$ cat config.mk
export PLATFORM = sky130hd
export DESIGN_NAME = spo2e_regs
export DESIGN_NICKNAME = d
export VERILOG_FILES = /design/src/design/spo2_ratio_estimator_unit_macros.svh /design/src/design/spo2e_pkg.sv /design/src/design/spo2e_regs.sv
export SDC_FILE = /design/constraint.sdc
export NUM_CORES = 1
export LEC_CHECK = 0
export ABC_AREA = 1
export BUFFER_PORTS_ARGS = -buffer_cell sky130_fd_sc_hd__clkbuf_2
export CAP_MARGIN = 20
export CORE_MARGIN = 2
export CORE_UTILIZATION = 40
export CTS_BUF_LIST = sky130_fd_sc_hd__clkbuf_4
export DETAILED_ROUTE_END_ITERATION = 8
export HOLD_SLACK_MARGIN = 0.05
export PLACE_DENSITY = 0.78
export SETUP_SLACK_MARGIN = 0.2
export SYNTH_ARGS = -nofsm -noshare
export SYNTH_HDL_FRONTEND = slang
export SYNTH_SLANG_ARGS = --single-unit
$ cat constraint.sdc
create_clock -name i_clk -period 0.9 [get_ports i_clk]
set_input_delay 0.18 -clock i_clk [delete_from_list [all_inputs] [get_ports i_clk]]
set_output_delay 0.18 -clock i_clk [all_outputs]
set_load 0.005 [all_outputs]
$ cat src/design/spo2_ratio_estimator_unit_macros.svh
// Assertion macros shared by the SpO2 estimator RTL.
`ifndef SPO2_RATIO_ESTIMATOR_UNIT_MACROS_SVH
`define SPO2_RATIO_ESTIMATOR_UNIT_MACROS_SVH
`ifndef SYNTHESIS
// Same-cycle implication, disabled during reset.
`define SPO2E_ASSERT_IMPLY(label, clk, rst_n, ante, cons) \
    label: assert property (@(posedge clk) disable iff (!rst_n) (ante) |-> (cons)) \
        else $error("spo2e assertion failed");
// Next-cycle implication, disabled during reset.
`define SPO2E_ASSERT_NEXT(label, clk, rst_n, ante, cons) \
    label: assert property (@(posedge clk) disable iff (!rst_n) (ante) |=> (cons)) \
        else $error("spo2e assertion failed");
`else
`define SPO2E_ASSERT_IMPLY(label, clk, rst_n, ante, cons)
`define SPO2E_ASSERT_NEXT(label, clk, rst_n, ante, cons)
`endif
`endif

$ cat src/design/spo2e_pkg.sv
// Package: widths, register map, command codes and shared types of the SpO2 estimator.
`timescale 1ns / 1ps
package spo2e_pkg;

    localparam int IN_W    = 18;
    localparam int EXT_W   = 24;
    localparam int SPO2_W  = 7;
    localparam int THR_W   = 18;
    localparam int CNT_W   = 8;
    localparam int AVG_W   = 32;
    localparam int SUM_W   = 64;
    localparam int EST_W   = 24;
    localparam int MUL_W   = 34;
    localparam int PROD_W  = 68;
    localparam int RND_W   = 52;
    localparam int ADDR_W  = 4;
    localparam int DATA_W  = 32;
    localparam int IT_W    = 7;

    localparam int MOD_STEPS = 8;
    localparam int SQ_STEPS  = 32;
    localparam int DIV_STEPS = 80;

    // Register map (index = paddr[3:2])
    localparam logic [1:0] REG_THR = 2'd0;
    localparam logic [1:0] REG_WL  = 2'd1;
    localparam logic [1:0] REG_PI  = 2'd2;

    localparam logic [THR_W-1:0] THR_RST = 18'd3000;
    localparam logic [CNT_W-1:0] WL_RST  = 8'd100;
    localparam logic [CNT_W-1:0] PI_RST  = 8'd5;

    localparam logic signed [EST_W-1:0] EST_RST = 24'sd24320;  // 95.0 in Q16.8
    localparam logic [SPO2_W-1:0] PUB_MAX = 7'd100;

    // Datapath actions
    typedef logic [4:0] t_act;
    localparam t_act A_NONE     = 5'd0;
    localparam t_act A_CAPTURE  = 5'd1;
    localparam t_act A_MOD_INIT = 5'd2;
    localparam t_act A_MOD_STEP = 5'd3;
    localparam t_act A_ACC_LOAD = 5'd4;
    localparam t_act A_RAVG     = 5'd5;
    localparam t_act A_IAVG     = 5'd6;
    localparam t_act A_MAG_R    = 5'd7;
    localparam t_act A_MAG_I    = 5'd8;
    localparam t_act A_RSUM     = 5'd9;
    localparam t_act A_ISUM     = 5'd10;
    localparam t_act A_PUB      = 5'd11;
    localparam t_act A_SQ_INIT  = 5'd12;
    localparam t_act A_SQ_STEP  = 5'd13;
    localparam t_act A_SQ_NEXT  = 5'd14;
    localparam t_act A_SQ_STORE = 5'd15;
    localparam t_act A_NUM_LOAD = 5'd16;
    localparam t_act A_DIV_INIT = 5'd17;
    localparam t_act A_DIV_STEP = 5'd18;
    localparam t_act A_RATIO    = 5'd19;
    localparam t_act A_RND_PROD = 5'd20;
    localparam t_act A_SPO2     = 5'd21;
    localparam t_act A_ACC_ADD  = 5'd22;
    localparam t_act A_RND_ACC  = 5'd23;
    localparam t_act A_EST_SAT  = 5'd24;
    localparam t_act A_CLEAR    = 5'd25;
    localparam t_act A_OUTPUT   = 5'd26;

    // Multiplier operand selects
    typedef logic [3:0] t_mul;
    localparam t_mul M_NONE = 4'd0;
    localparam t_mul M_RAVG = 4'd1;
    localparam t_mul M_RX   = 4'd2;
    localparam t_mul M_IAVG = 4'd3;
    localparam t_mul M_IX   = 4'd4;
    localparam t_mul M_MAG  = 4'd5;
    localparam t_mul M_NUM  = 4'd6;
    localparam t_mul M_DEN  = 4'd7;
    localparam t_mul M_DIFF = 4'd8;
    localparam t_mul M_EST  = 4'd9;
    localparam t_mul M_SPO2 = 4'd10;

    typedef struct packed {
        t_act act;
        t_mul mul;
    } t_cmd;

    typedef struct packed {
        logic win_end;
        logic div_ok;
        logic out_busy;
    } t_stat;

    typedef struct packed {
        logic [THR_W-1:0] thr;
        logic [CNT_W-1:0] wl;
        logic [CNT_W-1:0] pi;
    } t_cfg;

endpackage

$ cat src/design/spo2e_regs.sv
// APB configuration registers: finger threshold, window length, publish interval.
`timescale 1ns / 1ps
module spo2e_regs (
    input  logic                         i_clk,
    input  logic                         i_rst_n,
    input  logic                         psel,
    input  logic                         penable,
    input  logic                         pwrite,
    input  logic [spo2e_pkg::ADDR_W-1:0] paddr,
    input  logic [spo2e_pkg::DATA_W-1:0] pwdata,
    output logic [spo2e_pkg::DATA_W-1:0] prdata,
    output logic                         pready,
    output spo2e_pkg::t_cfg              o_cfg
);
    import spo2e_pkg::*;

    logic [THR_W-1:0] r_thr;
    logic [CNT_W-1:0] r_wl;
    logic [CNT_W-1:0] r_pi;
    logic [1:0]       idx;
    logic             wr_en;

    assign pready = 1'b1;
    assign idx    = paddr[3:2];
    assign wr_en  = psel && penable && pwrite;

    // register writes
    always_ff @(posedge i_clk) begin
        if (!i_rst_n) begin
            r_thr <= THR_RST;
            r_wl  <= WL_RST;
            r_pi  <= PI_RST;
        end else if (wr_en) begin
            case (idx)
                REG_THR: r_thr <= pwdata[THR_W-1:0];
                REG_WL:  r_wl  <= pwdata[CNT_W-1:0];
                REG_PI:  r_pi  <= pwdata[CNT_W-1:0];
                default: ;
            endcase
        end
    end

    // read mux
    always_comb begin
        case (idx)
            REG_THR: prdata = {{(DATA_W-THR_W){1'b0}}, r_thr};
            REG_WL:  prdata = {{(DATA_W-CNT_W){1'b0}}, r_wl};
            REG_PI:  prdata = {{(DATA_W-CNT_W){1'b0}}, r_pi};
            default: prdata = '0;
        endcase
    end

    assign o_cfg = '{thr: r_thr, wl: r_wl, pi: r_pi};

endmodule

==> results of run 1 <==
metrics by stage:
| step | setup TNS [ns] | utilization (%) | setup WS [ns] | instance area [um2] |
|---|---|---|---|---|
| final | -8.50 | 74.7 | -0.274 | 3250 |
| after global routing | -10.55 | 74.7 | -0.318 | 3250 |
| after CTS | -8.86 | 66.3 | -0.263 | 2890 |
| after detailed placement | -12.96 | 57.5 | -0.294 | 2500 |
| after global placement | -12.00 | 57.5 | -0.280 | 2500 |
| after floorplan | 0 | - | 0.0871 | 2090 |
kinds of logic (layout without fill, tap and decap cells):
kind of cell  Yosys count  count (layout)  share of synthesized area [%]
buf+inv                55             161                           16.7
other cells             2              15                          0.413
simple gates          181             181                           45.4
flops                  34              34                           37.5
timing repair:
action                                 in CTS  in global routing
setup endpoints to repair                  80                 85
pin swaps                                  32                 29
endpoints found under the hold margin       9                  0
setup buffers                              16                 10
hold buffers                                7                  0
gates cloned                                0                  3
resized for setup                          62                 76
flip-flops by register name, summed over array words and instances (netlist names):
signal  flops
r_pi        8
r_thr      18
r_wl        8
layout make-up:
type                       count  area, um2
tap                           52       65.1
inverter                      28        128
sequential                    34        728
clock buffer                   5       37.5
fill                         304       1100
multi-input combinational    196       1200
timing repair buffer         125       1080
clock inverter                 3       16.3
routing by layer:
layer	GRT usage [%]	routed length, um
met5	0	0
met4	7.34	81
met3	6.61	434
met2	37.9	3160
met1	24.8	2290
placed cells by master, fill, tap and decap left out:
cell	count
buf_4	14
nand3_1	22
dlymetal6s4s_1	2
nor2_4	22
buf_2	7
nand2_4	1
clkinvlp_4	1
nor2_2	4
buf_12	10
nor2_1	34
inv_4	1
dlygate4sd3_1	2
dfxtp_2	32
inv_2	10
buf_6	28
inv_12	1
clkbuf_16	3
nand2_8	2
nand3_4	1
inv_1	15
inv_8	1
nor2_8	1
nand2_2	26
clkinv_2	1
clkbuf_4	5
nand2_1	48
nand3_2	20
buf_8	1
clkbuf_2	58
dfxtp_4	2
clkinv_1	1
conb_1	15
worst max-delay path by stage:
stage / from / end / slack, ns / cells past startpoint
2_1_floorplan: penable / r_thr[1] / 0.09 / 5
3_3_place_gp: paddr[3] / prdata[4] / -0.28 / 7
3_5_place_dp: paddr[3] / prdata[4] / -0.29 / 7
4_1_cts: r_pi[0] / prdata[0] / -0.26 / 3
5_1_grt: r_wl[0] / prdata[0] / -0.32 / 3
6_report: r_wl[0] / prdata[0] / -0.27 / 3
power breakdown:
| part | internal [mW] | switching, mW | total [mW] |
|---|---|---|---|
| clock | 0.290 | 0.558 | 0.848 |
| combinational | 0.370 | 0.384 | 0.755 |
| sequential | 1.54 | 0.0322 | 1.57 |
| total | 2.20 | 0.975 | 3.17 |
worst reg2reg max path: cells and delay by family (launching register included):
family	cells	cell delay (ns)
AND/OR/NAND/NOR	2	0.10
buffers and inverters	3	0.34
flip-flops	1	0.35
==> flow_summary.yaml, run 1 <==
floorplan:
  placementRows: 24
  coreArea_um2: 4350
  start_util_pct: 41.7
  die_y_um: 71.4
  die-area_um2: 5100
  ioPinCount: 108
  die_x_um: 71.4
finish:
  syn_to_final_growth_pct: 79.1
  layoutNonFillerInstCount: 443
  n_antenna_cell: 0
  drive_gt1_share_pct: 64.5
  fin_nets: 431
timing:
  finalClockSkew_ns: 0
  setup_viol: 52
  finalHoldViolCount: 0
  worst_slack_ns: -0.274
  grt_setup_unrepaired: "yes"
  fin_hold_ws_ns: 0.0508
  post-route-period-util_pct: 130
  drv_slew: 0
  fmax_mhz: 852
  fin_crit_ns: 1.17
clock_tree:
  cts_max_path_buffers: 2
  clk_latency_ns: 0.35
  cts_sinks: 34
  clkSlewWorstSetupHoldPaths_ns: 0.10
  root_buffer: "clkbuf_4"
  cts.htree.levels: 2
  tritoncts: "built"
  cts_made_buffers: 5
logic_synthesis:
  synth.top_cell.area_share_pct: 37.5
  synth_warnings: 0
  yosys_register_bits: 34
  syn_area_um2: 1820
  synth_ff_type: "dfxtp_1"
  seq_area_frac_synth_pct: 37.5
  yosys.area.top_type: "dfxtp_1"
  synth_area_per_cell_um2: 6.68
  synth_most_common_cell: "nand2_1"
  synthTopCellsByArea: "dfxtp_1, nand2_1, nand3_1"
  synthArstFlopShare_pct: 0
  yosys-top-cells-count: "nand2_1, nor2_1, nand3_1"
  synth_edf_count: 0
  ys_types: 19
  syn_inst: 272
detailed_routing:
  drtAntennaViolNets: 0
  firstDrtPassIters: 4
  wire_per_inst_um: 13.5
  wl_mm: 5.97
  via_count: 2081
  drt_iter0_drc: 54
  detail_route.vias_per_cell: 4.70
  drc: 0
critical_path:
  path_class: "reg -> out"
  worstPathRequired_ns: 0.72
  critPathMaxStageDelay_ns: 0.35
  cp_num_buf_inv: 1
  worstSetupEndpointType: "output pin"
  arrival_ns: 0.99
  r2r-end: "r_thr[10]"
  r2r_cells: 5
  crit_fanout: 3
  worst_setup_path_start_kind: "flip-flop"
  worstPathCellList: "nand2_1, nand3_2, buf_2"
  crit_family: "flip-flops"
  crit_path_top_delay_cell: "dfxtp_2"
  r2r-start: "r_thr[10]"
  timing.reg2reg.setup_slack_ns: 0.02
hold_path:
  whs_path_depth: 3
  hold_end: "r_thr[7]"
  min_from: "pwdata[7]"
  hold_path.class: "in -> reg"
job:
  maxCapViolCount: 0
global_routing:
  grt_overflow_total: 0
  grt_pass1_vias: 1939
  track_usage_pct: 21.6
  antenna_found_initial: 0
  grt_max_degree: 35
  grt_pass1_wl_mm: 8.69
placement:
  dpl.hpwl_mm: 3.54
  gp_congestion: 0.789
  dp_cells: 402
  buffer_ports.inserted: 76
run_status:
  violations: "negative setup slack"
  status: "finished with violations"
power_and_ir_drop:
  p_total_mw: 3.17
  ir_worst_vdd_mv: 0.851
  leakage_nw: 1.62
  powerDensity_nw_per_um2: 975
Note: power is estimated with default switching activity, not from simulation.
==> run 2, diff against run 1 <==
- CORE_MARGIN: 2 -> 5
==> run 2 against run 1 <==
  * The flow still finishes with violations (negative setup slack)
  * Fmax increased by 4.2%
  * Sequential share of layout area grew 0.26 points
  * Clock skew did not move
  * First-iteration DRC count down 15%
  * Critical endpoint unchanged
==> flow_summary.yaml, run 2 (same netlist as run 1, synthesis figures left out) <==
critical_path:
  arrival_ns: 0.95
  path_class: "reg -> out"
  worstPathRequired_ns: 0.72
  crit_fanout: 3
  worst_setup_path_start_kind: "flip-flop"
  worstSetupEndpointType: "output pin"
finish:
  largest_register_ff_count: 18
  fin_nets: 426
  top_register: "r_thr"
  drive_gt1_share_pct: 63.2
  syn_to_final_growth_pct: 76.4
  layoutNonFillerInstCount: 438
  nFillCells: 345
  final_common_cell: "clkbuf_2"
  n_antenna_cell: 0
  top_regs: "r_thr (18), r_pi (8), r_wl (8)"
  fin_area_um2: 3210
  layout.cells.most_common_list: "clkbuf_2, nand2_1, nor2_1, dfxtp_2, buf_6"
  post-route-util_pct: 73.1
floorplan:
  coreArea_um2: 4380
  die_x_um: 77.4
  ioPinCount: 108
  die_y_um: 77.4
  start_util_pct: 41.4
  die-area_um2: 5990
  placementRows: 24
power_and_ir_drop:
  powerDensity_nw_per_um2: 973
  internal_power_mw: 2.22
  p_clk_share_pct: 26.2
  netSwitchingPower_uw: 897
  leakage_nw: 1.59
  combPwrFrac_pct: 23.4
  seqPwrFrac_pct: 50.3
  p_total_mw: 3.12
  ir_worst_vdd_mv: 0.759
  swShare_pct: 28.7
clock_tree:
  cts_made_buffers: 5
  cts_sinks: 34
  clk_latency_ns: 0.33
  tritoncts: "built"
  clkSlewWorstSetupHoldPaths_ns: 0.10
  cts_max_path_buffers: 2
  cts_hold_buf: 1
  root_buffer: "clkbuf_4"
  cts.htree.levels: 2
global_routing:
  grt_pass1_vias: 1856
  antenna_found_initial: 0
  track_usage_pct: 16.9
  grt_pass1_wl_mm: 8.43
  grt_overflow_total: 0
  grt_max_degree: 35
timing:
  fin_crit_ns: 1.13
  worst_slack_ns: -0.227
  fin_hold_ws_ns: 0.0590
  finalClockSkew_ns: 0
  setup_viol: 52
  post-route-period-util_pct: 125
  grt_setup_unrepaired: "yes"
  drv_slew: 0
  tns_ns: -7.07
  finalHoldViolCount: 0
  fmax_mhz: 888
detailed_routing:
  drc: 0
  drtAntennaViolNets: 0
  via_count: 2019
  wl_mm: 5.49
  detail_route.vias_per_cell: 4.61
  drt_iter0_drc: 46
  firstDrtPassIters: 4
  wire_per_inst_um: 12.5
placement:
  dpl.hpwl_mm: 3.70
  buffer_ports.inserted: 76
  dp_cells: 403
  gp_congestion: 0.774
  pre_cts_slack_ns: -0.304
  post_dp_cell_area_um2: 2500
run_status:
  status: "finished with violations"
  violations: "negative setup slack"
job:
  maxCapViolCount: 0
hold_path:
  hold_path.class: "in -> reg"
## run 2: cell count changes in the layout (fill, tap and decap cells not counted), moves of 2 or more
cell | previous run | this run
dlymetal6s4s_1 | 2 | 0
buf_2 | 7 | 2
nand2_2 | 26 | 17
nand2_1 | 48 | 54
nand2_4 | 1 | 4
buf_6 | 28 | 32
nor2_2 | 4 | 6
## run 2: repair_timing
item / 4_1_cts / 5_1_grt
pin swaps: 25 / 24
hold endpoints to repair: 2 / 1
setup buffers: 16 / 8
endpoints found under the setup margin: 76 / 84
gates resized for setup: 67 / 73
gates cloned: 0 / 2
## run 2: critical path, cell delays in order (launching register included)
cell     delay (ns)
dfxtp_2        0.35
nand2_2        0.07
nand3_2        0.08
buf_6          0.12
## run 2: per-layer routing
layer	global-route usage [%]	up-vias	share of wire [%]
li1	-	1020	-
met1	20.3	918	39
met2	29.5	73	53
met3	4.75	8	6.8
met4	4.64	0	1.0
met5	0	-	0
## run 2: final timing paths
kind,from,endpoint,slack [ns],depth (start not counted)
hold / removal,pwdata[9],r_thr[9],0.06,3
setup / recovery,r_wl[0],prdata[0],-0.23,3
hold reg to reg,r_wl[5],r_wl[5],0.47,2
setup reg to reg,r_thr[10],r_thr[10],0.02,5
## run 2: power by group through the flow
stage | clock network [mW] | logic (mW) | registers, mW
after floorplan | 0 | 0.372 | 1.60
after global placement | 0 | 0.563 | 1.60
after detailed placement | 0 | 0.570 | 1.60
after CTS | 0.851 | 0.629 | 1.57
after global routing | 0.903 | 0.796 | 1.57
final | 0.819 | 0.731 | 1.57
## run 2: final cells by class
| type | instances | area, um2 | area share [%] |
|---|---|---|---|
| Multi-Input combinational cell | 196 | 1190 | 37.2 |
| Timing Repair Buffer | 120 | 1040 | 32.5 |
| Sequential cell | 34 | 726 | 22.6 |
| Inverter | 28 | 128 | 3.98 |
| Tap cell | 52 | 65.1 | 2.03 |
| Clock buffer | 6 | 45.0 | 1.41 |
| Clock inverter | 2 | 8.76 | 0.273 |
