`src/design/spo2_ratio_estimator_unit_macros.svh`:
```
// Assertion macros shared by the SpO2 estimator RTL.
`ifndef SPO2_RATIO_ESTIMATOR_UNIT_MACROS_SVH
`define SPO2_RATIO_ESTIMATOR_UNIT_MACROS_SVH
`ifndef SYNTHESIS
// Same-cycle implication, disabled during reset.
`define SPO2E_ASSERT_IMPLY(label, clk, rst_n, ante, cons) \
    label: assert property (@(posedge clk) disable iff (!rst_n) (ante) |-> (cons)) \
        else $error("spo2e assertion failed");
// Next-cycle implication, disabled during reset.
`define SPO2E_ASSERT_NEXT(label, clk, rst_n, ante, cons) \
    label: assert property (@(posedge clk) disable iff (!rst_n) (ante) |=> (cons)) \
        else $error("spo2e assertion failed");
`else
`define SPO2E_ASSERT_IMPLY(label, clk, rst_n, ante, cons)
`define SPO2E_ASSERT_NEXT(label, clk, rst_n, ante, cons)
`endif
`endif

```
`src/design/spo2e_pkg.sv`:
```
// Package: widths, register map, command codes and shared types of the SpO2 estimator.
`timescale 1ns / 1ps
package spo2e_pkg;

    localparam int IN_W    = 18;
    localparam int EXT_W   = 24;
    localparam int SPO2_W  = 7;
    localparam int THR_W   = 18;
    localparam int CNT_W   = 8;
    localparam int AVG_W   = 32;
    localparam int SUM_W   = 64;
    localparam int EST_W   = 24;
    localparam int MUL_W   = 34;
    localparam int PROD_W  = 68;
    localparam int RND_W   = 52;
    localparam int ADDR_W  = 4;
    localparam int DATA_W  = 32;
    localparam int IT_W    = 7;

    localparam int MOD_STEPS = 8;
    localparam int SQ_STEPS  = 32;
    localparam int DIV_STEPS = 80;

    // Register map (index = paddr[3:2])
    localparam logic [1:0] REG_THR = 2'd0;
    localparam logic [1:0] REG_WL  = 2'd1;
    localparam logic [1:0] REG_PI  = 2'd2;

    localparam logic [THR_W-1:0] THR_RST = 18'd3000;
    localparam logic [CNT_W-1:0] WL_RST  = 8'd100;
    localparam logic [CNT_W-1:0] PI_RST  = 8'd5;

    localparam logic signed [EST_W-1:0] EST_RST = 24'sd24320;  // 95.0 in Q16.8
    localparam logic [SPO2_W-1:0] PUB_MAX = 7'd100;

    // Datapath actions
    typedef logic [4:0] t_act;
    localparam t_act A_NONE     = 5'd0;
    localparam t_act A_CAPTURE  = 5'd1;
    localparam t_act A_MOD_INIT = 5'd2;
    localparam t_act A_MOD_STEP = 5'd3;
    localparam t_act A_ACC_LOAD = 5'd4;
    localparam t_act A_RAVG     = 5'd5;
    localparam t_act A_IAVG     = 5'd6;
    localparam t_act A_MAG_R    = 5'd7;
    localparam t_act A_MAG_I    = 5'd8;
    localparam t_act A_RSUM     = 5'd9;
    localparam t_act A_ISUM     = 5'd10;
    localparam t_act A_PUB      = 5'd11;
    localparam t_act A_SQ_INIT  = 5'd12;
    localparam t_act A_SQ_STEP  = 5'd13;
    localparam t_act A_SQ_NEXT  = 5'd14;
    localparam t_act A_SQ_STORE = 5'd15;
    localparam t_act A_NUM_LOAD = 5'd16;
    localparam t_act A_DIV_INIT = 5'd17;
    localparam t_act A_DIV_STEP = 5'd18;
    localparam t_act A_RATIO    = 5'd19;
    localparam t_act A_RND_PROD = 5'd20;
    localparam t_act A_SPO2     = 5'd21;
    localparam t_act A_ACC_ADD  = 5'd22;
    localparam t_act A_RND_ACC  = 5'd23;
    localparam t_act A_EST_SAT  = 5'd24;
    localparam t_act A_CLEAR    = 5'd25;
    localparam t_act A_OUTPUT   = 5'd26;

    // Multiplier operand selects
    typedef logic [3:0] t_mul;
    localparam t_mul M_NONE = 4'd0;
    localparam t_mul M_RAVG = 4'd1;
    localparam t_mul M_RX   = 4'd2;
    localparam t_mul M_IAVG = 4'd3;
    localparam t_mul M_IX   = 4'd4;
    localparam t_mul M_MAG  = 4'd5;
    localparam t_mul M_NUM  = 4'd6;
    localparam t_mul M_DEN  = 4'd7;
    localparam t_mul M_DIFF = 4'd8;
    localparam t_mul M_EST  = 4'd9;
    localparam t_mul M_SPO2 = 4'd10;

    typedef struct packed {
        t_act act;
        t_mul mul;
    } t_cmd;

    typedef struct packed {
        logic win_end;
        logic div_ok;
        logic out_busy;
    } t_stat;

    typedef struct packed {
        logic [THR_W-1:0] thr;
        logic [CNT_W-1:0] wl;
        logic [CNT_W-1:0] pi;
    } t_cfg;

endpackage

```
`src/design/spo2e_ctrl.sv`:
```
// Controller: sequences the datapath through one sample and, at window end, the ratio.
`timescale 1ns / 1ps
`include "spo2_ratio_estimator_unit_macros.svh"
module spo2e_ctrl (
    input  logic             i_clk,
    input  logic             i_rst_n,
    input  logic             i_in_valid,
    output logic             o_in_ready,
    input  spo2e_pkg::t_stat i_stat,
    output spo2e_pkg::t_cmd  o_cmd
);
    import spo2e_pkg::*;

    localparam logic [4:0] S_IDLE  = 5'd0;
    localparam logic [4:0] S_MOD_I = 5'd1;
    localparam logic [4:0] S_MOD   = 5'd2;
    localparam logic [4:0] S_RA1   = 5'd3;
    localparam logic [4:0] S_RA2   = 5'd4;
    localparam logic [4:0] S_RA3   = 5'd5;
    localparam logic [4:0] S_IA2   = 5'd6;
    localparam logic [4:0] S_IA3   = 5'd7;
    localparam logic [4:0] S_MAGR  = 5'd8;
    localparam logic [4:0] S_SQR   = 5'd9;
    localparam logic [4:0] S_SUMR  = 5'd10;
    localparam logic [4:0] S_SUMI  = 5'd11;
    localparam logic [4:0] S_PUB   = 5'd12;
    localparam logic [4:0] S_RT_I  = 5'd13;
    localparam logic [4:0] S_RT    = 5'd14;
    localparam logic [4:0] S_RT_N  = 5'd15;
    localparam logic [4:0] S_IT    = 5'd16;
    localparam logic [4:0] S_IT_S  = 5'd17;
    localparam logic [4:0] S_NUM   = 5'd18;
    localparam logic [4:0] S_DEN   = 5'd19;
    localparam logic [4:0] S_DVI   = 5'd20;
    localparam logic [4:0] S_DIV   = 5'd21;
    localparam logic [4:0] S_RFIX  = 5'd22;
    localparam logic [4:0] S_RMUL  = 5'd23;
    localparam logic [4:0] S_RRND  = 5'd24;
    localparam logic [4:0] S_SPO2  = 5'd25;
    localparam logic [4:0] S_F1    = 5'd26;
    localparam logic [4:0] S_F2    = 5'd27;
    localparam logic [4:0] S_F3    = 5'd28;
    localparam logic [4:0] S_F4    = 5'd29;
    localparam logic [4:0] S_CLR   = 5'd30;
    localparam logic [4:0] S_OUT   = 5'd31;

    logic [4:0]      r_state, n_state;
    logic [IT_W-1:0] r_it, n_it;

    always_ff @(posedge i_clk) begin
        if (!i_rst_n) begin
            r_state <= S_IDLE;
            r_it    <= '0;
        end else begin
            r_state <= n_state;
            r_it    <= n_it;
        end
    end

    // next state and command decode
    always_comb begin
        n_state    = r_state;
        n_it       = '0;
        o_cmd      = '{act: A_NONE, mul: M_NONE};
        o_in_ready = 1'b0;
        case (r_state)
            S_IDLE: begin
                o_in_ready = 1'b1;
                if (i_in_valid) begin
                    o_cmd.act = A_CAPTURE;
                    n_state   = S_MOD_I;
                end
            end
            S_MOD_I: begin o_cmd.act = A_MOD_INIT; n_state = S_MOD; end
            S_MOD: begin
                o_cmd.act = A_MOD_STEP;
                if (r_it == IT_W'(MOD_STEPS - 1)) n_state = S_RA1;
                else n_it = r_it + IT_W'(1);
            end
            // exponential averages
            S_RA1: begin o_cmd.mul = M_RAVG; n_state = S_RA2; end
            S_RA2: begin o_cmd.act = A_ACC_LOAD; o_cmd.mul = M_RX; n_state = S_RA3; end
            S_RA3: begin o_cmd.act = A_RAVG; o_cmd.mul = M_IAVG; n_state = S_IA2; end
            S_IA2: begin o_cmd.act = A_ACC_LOAD; o_cmd.mul = M_IX; n_state = S_IA3; end
            S_IA3: begin o_cmd.act = A_IAVG; n_state = S_MAGR; end
            // squared deviations
            S_MAGR: begin o_cmd.act = A_MAG_R; n_state = S_SQR; end
            S_SQR:  begin o_cmd.act = A_MAG_I; o_cmd.mul = M_MAG; n_state = S_SUMR; end
            S_SUMR: begin o_cmd.act = A_RSUM; o_cmd.mul = M_MAG; n_state = S_SUMI; end
            S_SUMI: begin o_cmd.act = A_ISUM; n_state = S_PUB; end
            S_PUB: begin
                o_cmd.act = A_PUB;
                if (!i_stat.win_end) n_state = S_OUT;
                else if (i_stat.div_ok) n_state = S_RT_I;
                else n_state = S_CLR;
            end
            // square roots
            S_RT_I: begin o_cmd.act = A_SQ_INIT; n_state = S_RT; end
            S_RT: begin
                o_cmd.act = A_SQ_STEP;
                if (r_it == IT_W'(SQ_STEPS - 1)) n_state = S_RT_N;
                else n_it = r_it + IT_W'(1);
            end
            S_RT_N: begin o_cmd.act = A_SQ_NEXT; n_state = S_IT; end
            S_IT: begin
                o_cmd.act = A_SQ_STEP;
                if (r_it == IT_W'(SQ_STEPS - 1)) n_state = S_IT_S;
                else n_it = r_it + IT_W'(1);
            end
            S_IT_S: begin o_cmd.act = A_SQ_STORE; n_state = S_NUM; end
            // ratio
            S_NUM: begin o_cmd.mul = M_NUM; n_state = S_DEN; end
            S_DEN: begin o_cmd.act = A_NUM_LOAD; o_cmd.mul = M_DEN; n_state = S_DVI; end
            S_DVI: begin o_cmd.act = A_DIV_INIT; n_state = S_DIV; end
            S_DIV: begin
                o_cmd.act = A_DIV_STEP;
                if (r_it == IT_W'(DIV_STEPS - 1)) n_state = S_RFIX;
                else n_it = r_it + IT_W'(1);
            end
            S_RFIX: begin o_cmd.act = A_RATIO; n_state = S_RMUL; end
            // SpO2 mapping and filter
            S_RMUL: begin o_cmd.mul = M_DIFF; n_state = S_RRND; end
            S_RRND: begin o_cmd.act = A_RND_PROD; n_state = S_SPO2; end
            S_SPO2: begin o_cmd.act = A_SPO2; o_cmd.mul = M_EST; n_state = S_F1; end
            S_F1:   begin o_cmd.act = A_ACC_LOAD; o_cmd.mul = M_SPO2; n_state = S_F2; end
            S_F2:   begin o_cmd.act = A_ACC_ADD; n_state = S_F3; end
            S_F3:   begin o_cmd.act = A_RND_ACC; n_state = S_F4; end
            S_F4:   begin o_cmd.act = A_EST_SAT; n_state = S_CLR; end
            S_CLR:  begin o_cmd.act = A_CLEAR; n_state = S_OUT; end
            S_OUT: begin
                if (!i_stat.out_busy) begin
                    o_cmd.act = A_OUTPUT;
                    n_state   = S_IDLE;
                end
            end
            default: n_state = S_IDLE;
        endcase
    end

    `SPO2E_ASSERT_NEXT(a_accept_start, i_clk, i_rst_n, i_in_valid && r_state == S_IDLE, r_state == S_MOD_I)
    `SPO2E_ASSERT_IMPLY(a_loop_count, i_clk, i_rst_n, 1'b1, r_it < IT_W'(DIV_STEPS))
    `SPO2E_ASSERT_NEXT(a_out_free, i_clk, i_rst_n, r_state == S_OUT && !i_stat.out_busy, r_state == S_IDLE)

endmodule

```
`config.mk`:
```
export PLATFORM = sky130hd
export DESIGN_NAME = spo2e_ctrl
export DESIGN_NICKNAME = d
export VERILOG_FILES = /design/src/design/spo2e_pkg.sv /design/src/design/spo2e_ctrl.sv
export VERILOG_INCLUDE_DIRS = /design/src /design/src/design
export SDC_FILE = /design/constraint.sdc
export NUM_CORES = 1
export LEC_CHECK = 0
export ABC_AREA = 1
export BUFFER_PORTS_ARGS = -buffer_cell sky130_fd_sc_hd__buf_4
export CORE_MARGIN = 5
export CORE_UTILIZATION = 55
export CTS_CLUSTER_SIZE = 16
export DETAILED_ROUTE_END_ITERATION = 10
export PLACE_DENSITY = 0.76
export SLEW_MARGIN = 20
export SYNTH_ARGS = -nofsm -noshare
export SYNTH_HDL_FRONTEND = slang
export SYNTH_SLANG_ARGS = --single-unit
```
`constraint.sdc`:
```
create_clock -name i_clk -period 3.7 [get_ports i_clk]
set_input_delay 0.37 -clock i_clk [delete_from_list [all_inputs] [get_ports i_clk]]
set_output_delay 0.37 -clock i_clk [all_outputs]
set_load 0.01 [all_outputs]
```
==> results.txt, run 1 <==
The flow ran to the end, and the final reports show no timing, DRC or antenna violations. The number of antenna diodes in the final layout is 0. The delay of the slowest critical-path stage is 0.80 ns. The number of cell rows is 17.

Across all layers, the routed design uses around 1.4k vias. The startpoint identified for the worst register-to-register timing path is r_state[4]. The total of endpoints with negative setup slack in the final report is 0.

The routed design has between 3000 and 4000 um of wire. In this run the remaining antenna-violating nets after routing total 0. The starting density of the core came out at 0.584.

The count of hold buffers inserted by post-cts repair is 0. The part of the cycle the worst path needs came out at 0.685. The fraction of layout cells with a size suffix above 1 is 0.211.

The number of ports placed on the die boundary came out at 16. Clock-pin slew was measured on the worst setup and hold paths at about 0.060 ns. The number of max-cap violations is 0. The first detailed-routing pass ran for 4 iterations. The worst register-to-register path ends at r_state[2].

The worst setup timing slack at the placement stage came out at about 1.5 ns. The pin count of the biggest net entering global routing is 18. The horizontal die dimension is just under 60 um. The number of remaining DRC errors came out at 0. The total number of yosys warnings is 0. The number of buffers inserted to repair setup after CTS is 0. The total count of max-transition violations in the final report came out at 0. The sum of net half-perimeters after detailed placement is 2830 um. Counting the buffers created by CTS gives 3. The buffer and inverter count on the worst path came out at 2. Setup repair after global routing left no endpoint under its margin. Walking the worst path, the cells encountered are inv_2 -> nand3_1 -> nand2_1 -> nor3_1 -> nand4_1 -> buf_4.

In this run, synthesis produced a sequential element count of 12. The share of synthesized area in the top cell type comes to 0.183. The number of cells on the critical path came out at 6. Tracing the worst setup path back leads to its startpoint at r_state[4].

The post-route minimum period came out at roughly 2.5 ns. The worst setup path is of the flip-flop to output pin kind. The critical path's top delay family is flip-flops. The mean area per synthesized cell came out at ~6.2 um^2. The netlist area before placement is approximately 1300 um^2.

The upper clock frequency limit is between 300 and 400 MHz. For this design the static power due to leakage is 0.752 nW. In this run, distinct cell masters in the synthesized netlist total 31. The worst register-to-register path has a depth of 8. The final global-route overflow total came out at 0. The tightest min-delay check is of the input port to flip-flop type.

The later-pin clock latency in the skew report is around 0.26 ns. The region available for standard cell placement spans 2250 um^2. The vertical die dimension came out at slightly below 60 um. The mean routed wirelength per cell is between 10 and 15 um.

By area the synthesized netlist is led by dfxtp_1 18%, nand2_1 14%, nand3_1 8.7%. The worst-path maximum fanout is 17. STA classifies the critical path endpoint as an output pin. In this run the register-to-register setup slack is around 1.7 ns. The area of the die is around 3500 um^2. The via count of the first global-routing pass was between 1k and 1.5k. Following the worst setup path forward leads to its endpoint at o_cmd[6]. The layout overhead on the synthesized area is 10.3%. The least setup slack across all paths after layout came out at about 1.2 ns. The worst-case IR drop observed on VDD is 0.000377 V.

The slowest library cell on the worst path is dfxtp_1. The DRC marker count from the first detailed-route iteration came out at between 100 and 150. The number of buffers added on ports is 15. The share of the core filled with cells in the final layout came out at 0.644. The fraction of registers with async set or reset after synthesis is 0. The TritonCTS sink count is 12. The final number of hold-violating endpoints is 0. The required time of the worst setup path came out at around 3.3 ns. In this run the tightest slew margin relative to its limit is 0.504. The actual slew at the worst max-slew pin came out at approximately 0.74 ns. Counting the fill cells in the layout gives 227. The worst clock skew is 0.000522 ns. The global router's overall resource usage came out at 0.218. The kind of start point of the critical path is a flip-flop. Data on the critical path arrives at its endpoint at approximately 2.2 ns.

The via-per-instance ratio came out at approximately 5.8. For this run, the leading register cell type out of synthesis is dfxtp_1. The net count of the mapped netlist came out at 218. Clock tree synthesis selected as its root buffer the cell clkbuf_4. The sequential-to-total area share from yosys stat is 0.183. The initial antenna violation count came out at 0. Dividing total power by cell area gives a power density of ~430 nW/um^2. Yosys mapped a number of flops with a built-in enable equal to 0. The weighted congestion reported at the end of routability-driven placement is 0.934.

The first global-routing pass estimated between 5000 and 6000 um of wire. TritonCTS built the clock tree. The post-cts resize count is 0.

By count the netlist is led by 48 x nand2_1, 29 x nor2_1, 23 x nand3_1. The final net count came out at 232. In the synthesized netlist, the number of instances is around 210. The cell with the most instances after synthesis is nand2_1. The number of buffers on the longest clock path is 2.

CTS built an H-tree with a depth of 1. The final sum of negative setup slack is 0 ns. The cell taking the most area after synthesis is dfxtp_1.
[per-layer routing]
| layer | vias up | part of all wire | GRT usage |
|---|---|---|---|
| met5 | - | 0 | 0 |
| met2 | 69 | 0.45 | 0.330 |
| li1 | 725 | - | - |
| met4 | 0 | 0.011 | 0.0388 |
| met3 | 6 | 0.080 | 0.0482 |
| met1 | 646 | 0.46 | 0.318 |
[metrics by stage]
stage	instance area, um^2	total power (W)	hold slack [ns]	std cells
finish	1450	0.000625	0.350	251
global route	1450	0.000676	0.361	251
CTS	1450	0.000622	0.351	251
detailed placement	1430	0.000546	0.530	248
global placement	1430	0.000548	0.517	248
floorplan	1320	0.000443	0.496	211
[cell usage in the layout, fill, tap and decap left out]
cell and n:
clkbuf_4 3, and3_1 1, nor2_8 1, buf_4 15, xor2_1 3, nand4_1 12
nor4_1 1, nor3b_1 2, inv_2 5, or2_2 1, nand2_2 2, o21ai_0 6
a22o_1 1, a21oi_1 9, xnor2_1 1, inv_4 1, inv_1 20, nand3_2 2
nor3_1 3, nand3_1 23, nand3b_1 3, nand3_4 2, nor2_2 3, dfxtp_1 12
a31oi_4 1, nor2_1 29, nor2_4 6, nand2_4 5, nand2_1 48, ha_1 1
o211ai_1 1
[layout make-up]
cell class              instances  area, um^2  share of cell area
flip-flops and latches         12         240               0.166
clock buffers                   3        22.5              0.0155
multi-input cells             167         941               0.648
well taps                      28        35.0              0.0241
inverters                      26         100              0.0690
repair buffers                 15         113              0.0776
[tightest hold or removal path, stage by stage]
cell and delay [ns]:
buf_4 0.08, nand2_1 0.05, nor2_1 0.08
[flip-flops by register name, summed over array words and instances, names as in the netlist]
signal / flops
r_state: 5
r_it: 7
[worst min path at each step]
stage	to	slack, ns	cells after the start	startpoint
after floorplan	r_state[0]	0.50	2	i_rst_n
after global placement	r_it[0]	0.52	2	r_it[0]
after detailed placement	r_it[0]	0.53	2	r_it[0]
after CTS	r_state[0]	0.35	3	i_rst_n
after global routing	r_state[0]	0.36	3	i_rst_n
final	r_state[0]	0.35	3	i_rst_n
[power by group]
| group | internal (W) | switching (W) |
|---|---|---|
| sequential | 0.000141 | 0.0000311 |
| clock | 0.0000376 | 0.0000375 |
| combinational | 0.000133 | 0.000244 |
[kinds of logic after synthesis]
logic type      Yosys count  synth area share
simple gates            144             0.593
xor+xnor                  4            0.0266
compound gates           18            0.0856
fa+ha+maj                 1           0.00950
flops                    12             0.183
buf+inv                  32             0.103
(Power assumes the default switching activity.)
==> run 2, diff against run 1 <==
==> constraint.sdc (replaced) <==
create_clock -name i_clk -period 2.4 [get_ports i_clk]
set_input_delay 0.24 -clock i_clk [delete_from_list [all_inputs] [get_ports i_clk]]
set_output_delay 0.24 -clock i_clk [all_outputs]
set_load 0.01 [all_outputs]
==> run 2 against run 1 <==
Net effect: via count grew 1.6%; worst setup slack lost 0.88 ns; power grew 61%; non-clock buffer count grew 1; critical path type unchanged; largest cell class unchanged; sequential share of layout area shrank 0.17 points; final area grew 1.6%; utilization grew 1.0 points.
==> results.txt, run 2 (synthesis results as in run 1) <==
The area of the core was 2250 um^2 (unchanged). The actual slew at the worst max-slew pin is 0.409 ns (-0.335 ns). The flip-flop count of the largest register, all copies and words added is 7 (unchanged).

The final standard cell count with taps included and fillers excluded was 253 (+0.80%). The part of the cycle the worst path needs came out at 0.880. The worst setup timing slack at the placement stage is 0.543 ns (-0.970 ns). The required time of the worst setup path came to 2.16 ns (-1.17 ns).

The number of buffers added on ports is 15 (unchanged). The count of hold buffers inserted by post-cts repair is 0 (unchanged). The maximum ir drop on the vdd rail is 0.000530 V (+41%). The count of vias placed by the detailed router is 1469 (+1.6%). The power per unit of standard cell area is 682 nW/um^2 (+58%). The final global-route overflow total came out at 0 (unchanged). The upper clock frequency limit is between 400 and 500 MHz. The number of cell rows is 17 (unchanged).

The delay of the slowest critical-path stage is 0.55 ns (-0.25 ns). The initial antenna violation count came to 0 (unchanged). The first-pass iteration count of the detailed router is 5 (+1).

The max-slew headroom at the worst pin came out at 0.727 (+0.223). The starting density of the core came to 0.584 (unchanged). The routed wire length came to 3550 um (+1.5%).

The number of filler instances in the final layout is 214 (-5.7%). The sum of net half-perimeters after detailed placement came to 2820 um (-0.13%). The via-per-instance ratio came out at 5.81 (+0.79%).

The register with the most flip-flops in the final layout is r_it. The total placed cells including tap cells is 249 (+0.40%). The number of buffers added by the clock tree synthesis step is 3 (unchanged). The TritonCTS sink count is 12 (unchanged).

The later-pin clock latency in the skew report came out at 0.27 ns (about the same). The number of remaining DRC errors is 0 (unchanged). In the layout the commonest cells are 48 x nand2_1, 29 x nor2_1, 23 x nand3_1, 20 x inv_1, 16 x buf_4. The number of max-cap violations is 0 (unchanged). The least setup slack across all paths after layout came out at 0.287 ns (-0.877 ns).

Traced cell by cell, the critical path runs through inv_1 -> nand2_2 -> inv_2 -> nand3_1 -> nand2_1 -> nor3_1 -> nand4_1 -> buf_4. The buffer and inverter count on the worst path came out at 3 (+1). The weighted congestion reported at the end of routability-driven placement came to 0.945 (+1.2%). The root buffer cell chosen for the clock tree is clkbuf_4. STA classifies the critical path startpoint as a flip-flop. The layout overhead on the synthesized area came out at 12.0%.

The arrival time at the worst endpoint came out at 1.87 ns (-0.30 ns). The maximum level of the CTS H-tree came to 1 (unchanged). The clock input transition at the sequential cells of the worst setup and hold paths came to 0.07 ns (about the same). The final number of hold-violating endpoints was 0 (unchanged).

The critical path in this run is classified as flip-flop to output pin. The routed design could run at a clock period as short as around 2.1 ns. The wire length of the first global-routing pass is 6150 um (+3.8%). The pin count of the biggest net entering global routing is 18 (unchanged).

The area of the die is 3470 um^2 (unchanged). The library cell used most frequently in the layout, excluding fill and tap cells, is nand2_1. The remaining antenna violation count after routing came out at 0 (unchanged). The worst-path maximum fanout was 8 (-9). The mean routed wirelength per cell is 14.0 um (+0.66%).

For this design, the slowest cell found on the critical path is dfxtp_1. The run finished with clean final reports. STA classifies the critical path endpoint as an output pin. The smallest hold slack came out at 0.203 ns (-0.146 ns).

The number of buffers inserted to repair setup after CTS came out at 0 (unchanged). The largest registers in the layout are r_it: 7 flops, r_state: 5 flops. The worst clock skew came out at 0.00226 ns (+0.00174 ns). The vertical die dimension came out at 58.9 um (unchanged). The via count of the first global-routing pass is 1389 (+7.2%). In this design, the largest share of critical-path delay is due to simple AND/OR/NAND/NOR gates.

The class of the most critical hold timing path is input port to flip-flop. The number of ports placed on the die boundary came to 16 (unchanged). The antenna diode instance count is 0 (unchanged).

The global router's overall resource usage came out at 0.226 (+0.00775). The DRC marker count from the first detailed-route iteration came out at 100 (-5.7%). TritonCTS built the clock tree. The total count of max-transition violations in the final report is 0 (unchanged). The final sum of negative setup slack is 0 ns (unchanged). The horizontal die dimension is 58.9 um (unchanged).

The post-cts resize count is 0 (unchanged). The number of buffers on the longest clock path came out at 2 (unchanged). The leakage dissipation came out at 0.765 nW (+1.7%). The final net count came out at 233 (+0.43%).

The total of endpoints with negative setup slack in the final report is 0 (unchanged). Setup repair after global routing left no endpoint under its margin. The fraction of layout cells with a size suffix above 1 is 0.222 (+0.0115).
run 2: metrics by stage:
stage	cell area, um^2	util	power, W
finish	1470	0.654	0.00100
global placement	1440	0.637	0.000839
global route	1470	0.654	0.00109
floorplan	1320	-	0.000683
CTS	1470	0.653	0.000998
detailed placement	1440	0.637	0.000836
run 2: tightest hold or removal path: stages:
cell     delay [ns]
buf_4          0.11
nand2_1        0.06
nor2_1         0.04
run 2: final cells by class:
| class | count | area, um^2 | share of cell area |
|---|---|---|---|
| inverter | 26 | 100 | 0.0679 |
| clock buffer | 4 | 36.3 | 0.0246 |
| sequential | 12 | 241 | 0.164 |
| timing repair buffer | 16 | 120 | 0.0815 |
| tap | 28 | 35.0 | 0.0238 |
| multi-input combinational | 167 | 941 | 0.638 |
run 2: power breakdown:
part | switching (W) | internal (W)
registers | 0.0000465 | 0.000219
clock network | 0.0000668 | 0.0000922
logic | 0.000374 | 0.000206
run 2: path summary, 6_finish.rpt:
check | endpoint | slack (ns) | cells after the start | from
worst max-delay path | o_cmd[6] | 0.29 | 8 | r_state[3]
worst min-delay path | r_state[0] | 0.20 | 3 | i_rst_n
worst max register to register | r_state[2] | 0.68 | 8 | r_state[1]
worst min register to register | r_it[0] | 0.56 | 2 | r_it[0]
run 2: metal layers:
| layer | GRT usage | wire (um) | vias to the layer above | part of all wire |
|---|---|---|---|---|
| li1 | - | - | 721 | - |
| met1 | 0.311 | 1570 | 661 | 0.44 |
| met2 | 0.334 | 1600 | 81 | 0.45 |
| met3 | 0.0724 | 316 | 6 | 0.089 |
| met4 | 0.0647 | 59 | 0 | 0.017 |
| met5 | 0 | 0 | - | 0 |
